File: config.mk
export PLATFORM = sky130hd
export DESIGN_NAME = ilef_div
export DESIGN_NICKNAME = d
export VERILOG_FILES = /design/src/rtl/ilef_pkg.sv /design/src/rtl/ilef_div.sv
export SDC_FILE = /design/constraint.sdc
export NUM_CORES = 2
export LEC_CHECK = 0
export ABC_CLOCK_PERIOD_IN_PS = 2790
export BUFFER_PORTS_ARGS = -buffer_cell sky130_fd_sc_hd__clkbuf_2
export CAP_MARGIN = 20
export CORE_MARGIN = 2
export CORE_UTILIZATION = 50
export DETAILED_ROUTE_END_ITERATION = 6
export PLACE_DENSITY_LB_ADDON = 0.25
export SLEW_MARGIN = 10
export SYNTH_ARGS = -nofsm -noshare
export SYNTH_HDL_FRONTEND = slang
export SYNTH_SLANG_ARGS = --single-unit
File: constraint.sdc
create_clock -name clk -period 2.79 [get_ports clk]
set_input_delay 0.279 -clock clk [delete_from_list [all_inputs] [get_ports clk]]
set_output_delay 0.279 -clock clk [all_outputs]
set_load 0.1 [all_outputs]
File: src/rtl/ilef_pkg.sv
package ilef_pkg;

    // field widths
    localparam int DATA_W    = 16;
    localparam int YAW_W     = 24;
    localparam int CFG_IDX_W = 3;

    // divider geometry: quotient never exceeds 32768 for either ratio
    localparam int QUO_W     = 17;
    localparam int LAT_NUM_W = 32;
    localparam int LAT_DEN_W = 17;
    localparam int FWD_NUM_W = 48;
    localparam int FWD_DEN_W = 35;

    // register reset values
    localparam logic [DATA_W-1:0] FORWARD_WEIGHT_RST  = 16'd1024;
    localparam logic [DATA_W-1:0] LATERAL_WEIGHT_RST  = 16'd4096;
    localparam logic [DATA_W-1:0] RATIO_BIAS_RST      = 16'd1536;
    localparam logic [DATA_W-1:0] GATE_HALF_POINT_RST = 16'd2560;
    localparam logic [DATA_W-1:0] TURN_GAIN_RST       = 16'd2540;
    localparam logic [DATA_W-1:0] CRUISE_SPEED_RST    = 16'd0;

    typedef enum logic [CFG_IDX_W-1:0] {
        CFG_FORWARD_WEIGHT  = 3'd0,
        CFG_LATERAL_WEIGHT  = 3'd1,
        CFG_RATIO_BIAS      = 3'd2,
        CFG_GATE_HALF_POINT = 3'd3,
        CFG_TURN_GAIN       = 3'd4,
        CFG_CRUISE_SPEED    = 3'd5
    } cfg_reg_t;

    // sign and zero-divisor flags that ride along with a quotient
    typedef struct packed {
        logic neg;
        logic zero;
    } sign_tag_t;

    localparam int TAG_W = $bits(sign_tag_t);

endpackage

File: src/rtl/ilef_div.sv
module ilef_div #(
    parameter int NUM_W = ilef_pkg::LAT_NUM_W,
    parameter int DEN_W = ilef_pkg::LAT_DEN_W,
    parameter int QUO_W = ilef_pkg::QUO_W,
    parameter int TAG_W = ilef_pkg::TAG_W
) (
    input  logic             clk,
    input  logic [QUO_W-1:0] adv,
    input  logic [NUM_W-1:0] num,
    input  logic [DEN_W-1:0] den,
    input  logic [TAG_W-1:0] tag_in,
    output logic [QUO_W-1:0] quo,
    output logic [TAG_W-1:0] tag_out
);

    // remainder wide enough for the divisor shifted by the top quotient bit
    localparam int REM_W = ((NUM_W > DEN_W + QUO_W) ? NUM_W : DEN_W + QUO_W) + 1;

    logic [REM_W-1:0] rem_reg [QUO_W];
    logic [DEN_W-1:0] den_reg [QUO_W];
    logic [QUO_W-1:0] quo_reg [QUO_W];
    logic [TAG_W-1:0] tag_reg [QUO_W];

    genvar k;
    generate
        for (k = 0; k < QUO_W; k++) begin : g_step
            logic [REM_W-1:0] rem_prev;
            logic [DEN_W-1:0] den_prev;
            logic [QUO_W-1:0] quo_prev;
            logic [TAG_W-1:0] tag_prev;
            logic [REM_W-1:0] den_shift;
            logic [REM_W:0]   diff;
            logic             bit_set;
            logic [REM_W-1:0] rem_next;
            logic [QUO_W-1:0] quo_next;

            if (k == 0) begin : g_first
                assign rem_prev = REM_W'(num);
                assign den_prev = den;
                assign quo_prev = '0;
                assign tag_prev = tag_in;
            end
            else begin : g_rest
                assign rem_prev = rem_reg[k-1];
                assign den_prev = den_reg[k-1];
                assign quo_prev = quo_reg[k-1];
                assign tag_prev = tag_reg[k-1];
            end

            // one restoring step, quotient bits from the top down
            assign den_shift = REM_W'(den_prev) << (QUO_W - 1 - k);
            assign diff      = {1'b0, rem_prev} - {1'b0, den_shift};
            assign bit_set   = !diff[REM_W];
            assign rem_next  = bit_set ? diff[REM_W-1:0] : rem_prev;
            assign quo_next  = {quo_prev[QUO_W-2:0], bit_set};

            always_ff @(posedge clk)
            begin
                if (adv[k])
                begin
                    rem_reg[k] <= rem_next;
                    den_reg[k] <= den_prev;
                    quo_reg[k] <= quo_next;
                    tag_reg[k] <= tag_prev;
                end
            end
        end
    endgenerate

    assign quo     = quo_reg[QUO_W-1];
    assign tag_out = tag_reg[QUO_W-1];

endmodule

==> results.cfg <==
[status]
status = finished with violations
violations = setup timing

[worst_setup_path]
max_stage_delay_ns = 0.43
endpoint_kind = register
critPathArrivalTime_ns = 3.64
r2r-end = rem_reg[0][553]$_DFFE_PP_
critPathMaxFanout = 3
cp-start-kind = register
critPathBufInv = 1
cp_top_family = compound AO/OA/AOI/OAI gates
worstPathRequired_ns = 3.23
r2r_cells = 12
rrSetupSlack_ns = -0.41
crit_type = register to register
cp_cell_sequence = ha_4 -> inv_2 -> fa_2 -> a21o_1 -> a221oi_4 -> a221oi_2 -> o211ai_2 -> a211o_1 -> a211oi_2 -> nand3_2 -> or3_1 -> xnor2_1
r2r-start = den_reg[0][238]$_DFFE_PP_
critPathSlowestCell = edfxtp_1

[pwr]
p_per_area_mw_per_mm2 = 906
leakage_nw = 26.0
ir_worst_vdd_uv = 556

[yosys]
synth_ff_type = edfxtp_1
yosysWarnings = 0
synth_common_cells = edfxtp_1, inv_1, nand2_1, ha_1, o21ai_0
synth_area_leaders = edfxtp_1, ha_1, xor2_1
ys_types = 103
yosysMostFrequentCell = edfxtp_1
synth-async-reset-ratio_pct = 0
synth_area_mm2 = 0.0500
synth_seq_cells = 1017
synth_area_per_cell_um2 = 12.5
synth_area_leader_cell = edfxtp_1
synth_nets = 4387
synth_edf_count = 1017
synth_top_area_share_pct = 61.1
synthCells = 4015
yosysSeqAreaShare_pct = 61.1

[routing]
wl_met2_um = 60700
wl_met3_um = 2530
drt-pass1-iter-count = 5
routed.top_layer = met4
wl_met1_um = 34300
avgViaCountPerCell = 5.30
wire_per_inst_um = 16.5
drt_iter0_drc = 1418
drtAntennaViolNets = 0
drc = 0
drt-total-wl_um = 104000
vias = 33400

[layout]
regArea_mm2 = 0.0305
antenna_cells = 0
multi_input_area_mm2 = 0.0208
stdcell_area_mm2 = 0.0651
final_util_pct = 66.0
areaGrowthSynthToFinish_pct = 30.3
fillers = 6913
final_layout_size_suffix_gt1_share_pct = 30.6
nets = 5297
largest_reg_flops = 558

[sta]
fin_skew_ns = 0.0176
relSlewSlack_pct = 43.3
maxSlewViolCount = 0
rsz0062_at_grt = true
fmaxAchievable_mhz = 312
setup-violations-final = 254
setup_slack_ns = -0.414
period_share_pct = 115
worst_pin_slew_ns = 0.850
hold_viol = 0
whs_ns = 0.105
period_needed_ns = 3.20

[global_route]
grt_overflow = 0
grt_pass1_wl_um = 165000
grt_antenna_before_repair = 0
grt_max_degree = 69
first_global_vias = 35000
track_usage_pct = 19.9

[floorplan]
die_x_um = 320
coreArea_mm2 = 0.0987
die_h_um = 320
rows = 115
pin_count = 88
dieArea_mm2 = 0.103
start_util_pct = 50.6

[clock_network]
cts_made_buffers = 107
clock_sinks = 1017
cts-root-buf = clkbuf_16
insertion_delay_ns = 0.69
htree_levels = 3
cts_max_path_buffers = 3
cts_tree = built
path_clk_slew_ns = 0.06

[hold_path]
hp-class = primary input to register
min_to = quo_reg[0][245]$_DFFE_PP_
worstHoldPathCells = 1
worstHoldStart = adv[14]

[placed_design]
place_ws_ns = -0.620
hpwl_um = 72300
portBuffers = 87
placed_area_mm2 = 0.0563
place_congestion = 0.915

[flow_run]
maxCapViolCount = 0
[metal layers]
metal  up-vias  track usage, %
li1      16500               -
met1     16000            17.4
met2       513            41.8
met3       309            2.74
met4         0            11.4
met5         -               0
[through the flow]
| stage | cells | power (mW) | setup TNS [ns] |
|---|---|---|---|
| after global routing | 6306 | 62.2 | -70.74 |
| after CTS | 6262 | 57.7 | -29.22 |
| final | 6306 | 59.0 | -34.20 |
| after detailed placement | 5881 | 40.7 | -91.59 |
| after global placement | 5881 | 40.3 | -75.43 |
| after floorplan | 4015 | 34.2 | -0.751 |
[report_power, final]
part / total [mW] / leakage, nW / internal (mW) / switching (mW)
Sequential: 22.7 / 9.80 / 20.7 / 1.93
Clock: 14.5 / 1.75 / 8.55 / 5.95
Combinational: 21.9 / 14.5 / 10.8 / 11.1
[timing repair]
action,CTS,global route
setup endpoints to repair,397,417
gates resized for setup,518,297
endpoints found under the hold margin,52,0
pin swaps,187,171
cloned,11,2
buffers inserted,128,66
hold buffers,51,0
[cells in the final DEF, fill, tap and decap left out, drive strengths merged, types with 50 or more instances in the layout]
cell | netlist | routed
a21o | 84 | 84
a21oi | 235 | 235
buf | 23 | 721
clkbuf | 35 | 206
clkinv | 0 | 50
dlygate4sd3 | 0 | 51
edfxtp | 1017 | 1017
ha | 287 | 287
inv | 374 | 380
nand2 | 322 | 322
nand2b | 52 | 52
nor2 | 243 | 243
nor2b | 51 | 51
nor3 | 91 | 91
o21a | 63 | 63
o21ai | 269 | 269
or3 | 50 | 50
xnor2 | 154 | 154
xor2 | 175 | 175
[worst reg2reg max path: stages (launching register included)]
cell and delay, ns:
edfxtp_1 0.43, ha_4 0.19, inv_2 0.05, fa_2 0.20
a21o_1 0.18, a221oi_4 0.09, a221oi_2 0.33, o211ai_2 0.19
a211o_1 0.33, a211oi_2 0.29, nand3_2 0.15, or3_1 0.41
xnor2_1 0.13
[worst max-delay path by stage]
stage | start | to | slack, ns | cells after the start
after global placement | rem_reg[0][15]$_DFFE_PP_ | rem_reg[0][53]$_DFFE_PP_ | -0.58 | 12
final | den_reg[0][238]$_DFFE_PP_ | rem_reg[0][553]$_DFFE_PP_ | -0.41 | 12
after floorplan | rem_reg[0][491]$_DFFE_PP_ | rem_reg[0][556]$_DFFE_PP_ | -0.14 | 12
after CTS | den_reg[0][238]$_DFFE_PP_ | rem_reg[0][545]$_DFFE_PP_ | -0.34 | 12
after global routing | den_reg[0][238]$_DFFE_PP_ | rem_reg[0][553]$_DFFE_PP_ | -0.52 | 12
after detailed placement | rem_reg[0][15]$_DFFE_PP_ | rem_reg[0][53]$_DFFE_PP_ | -0.62 | 12
[kinds of logic after synthesis]
logic type	synth area share (%)
mux	1.05
fa+ha+maj	7.82
flops	61.1
xor+xnor	5.76
compound gates	11.2
buf+inv	3.32
simple gates	9.76
other cells	0.00750
[area by class of cell]
cell class | instances | share of cell area [%]
clock inverter | 84 | 1.33
clock buffer | 119 | 4.25
sequential | 1017 | 46.9
multi-input combinational | 2566 | 32.0
timing repair buffer | 859 | 10.9
inverter | 374 | 2.18
tap | 1287 | 2.47
Power figures use the tool's default switching activity.
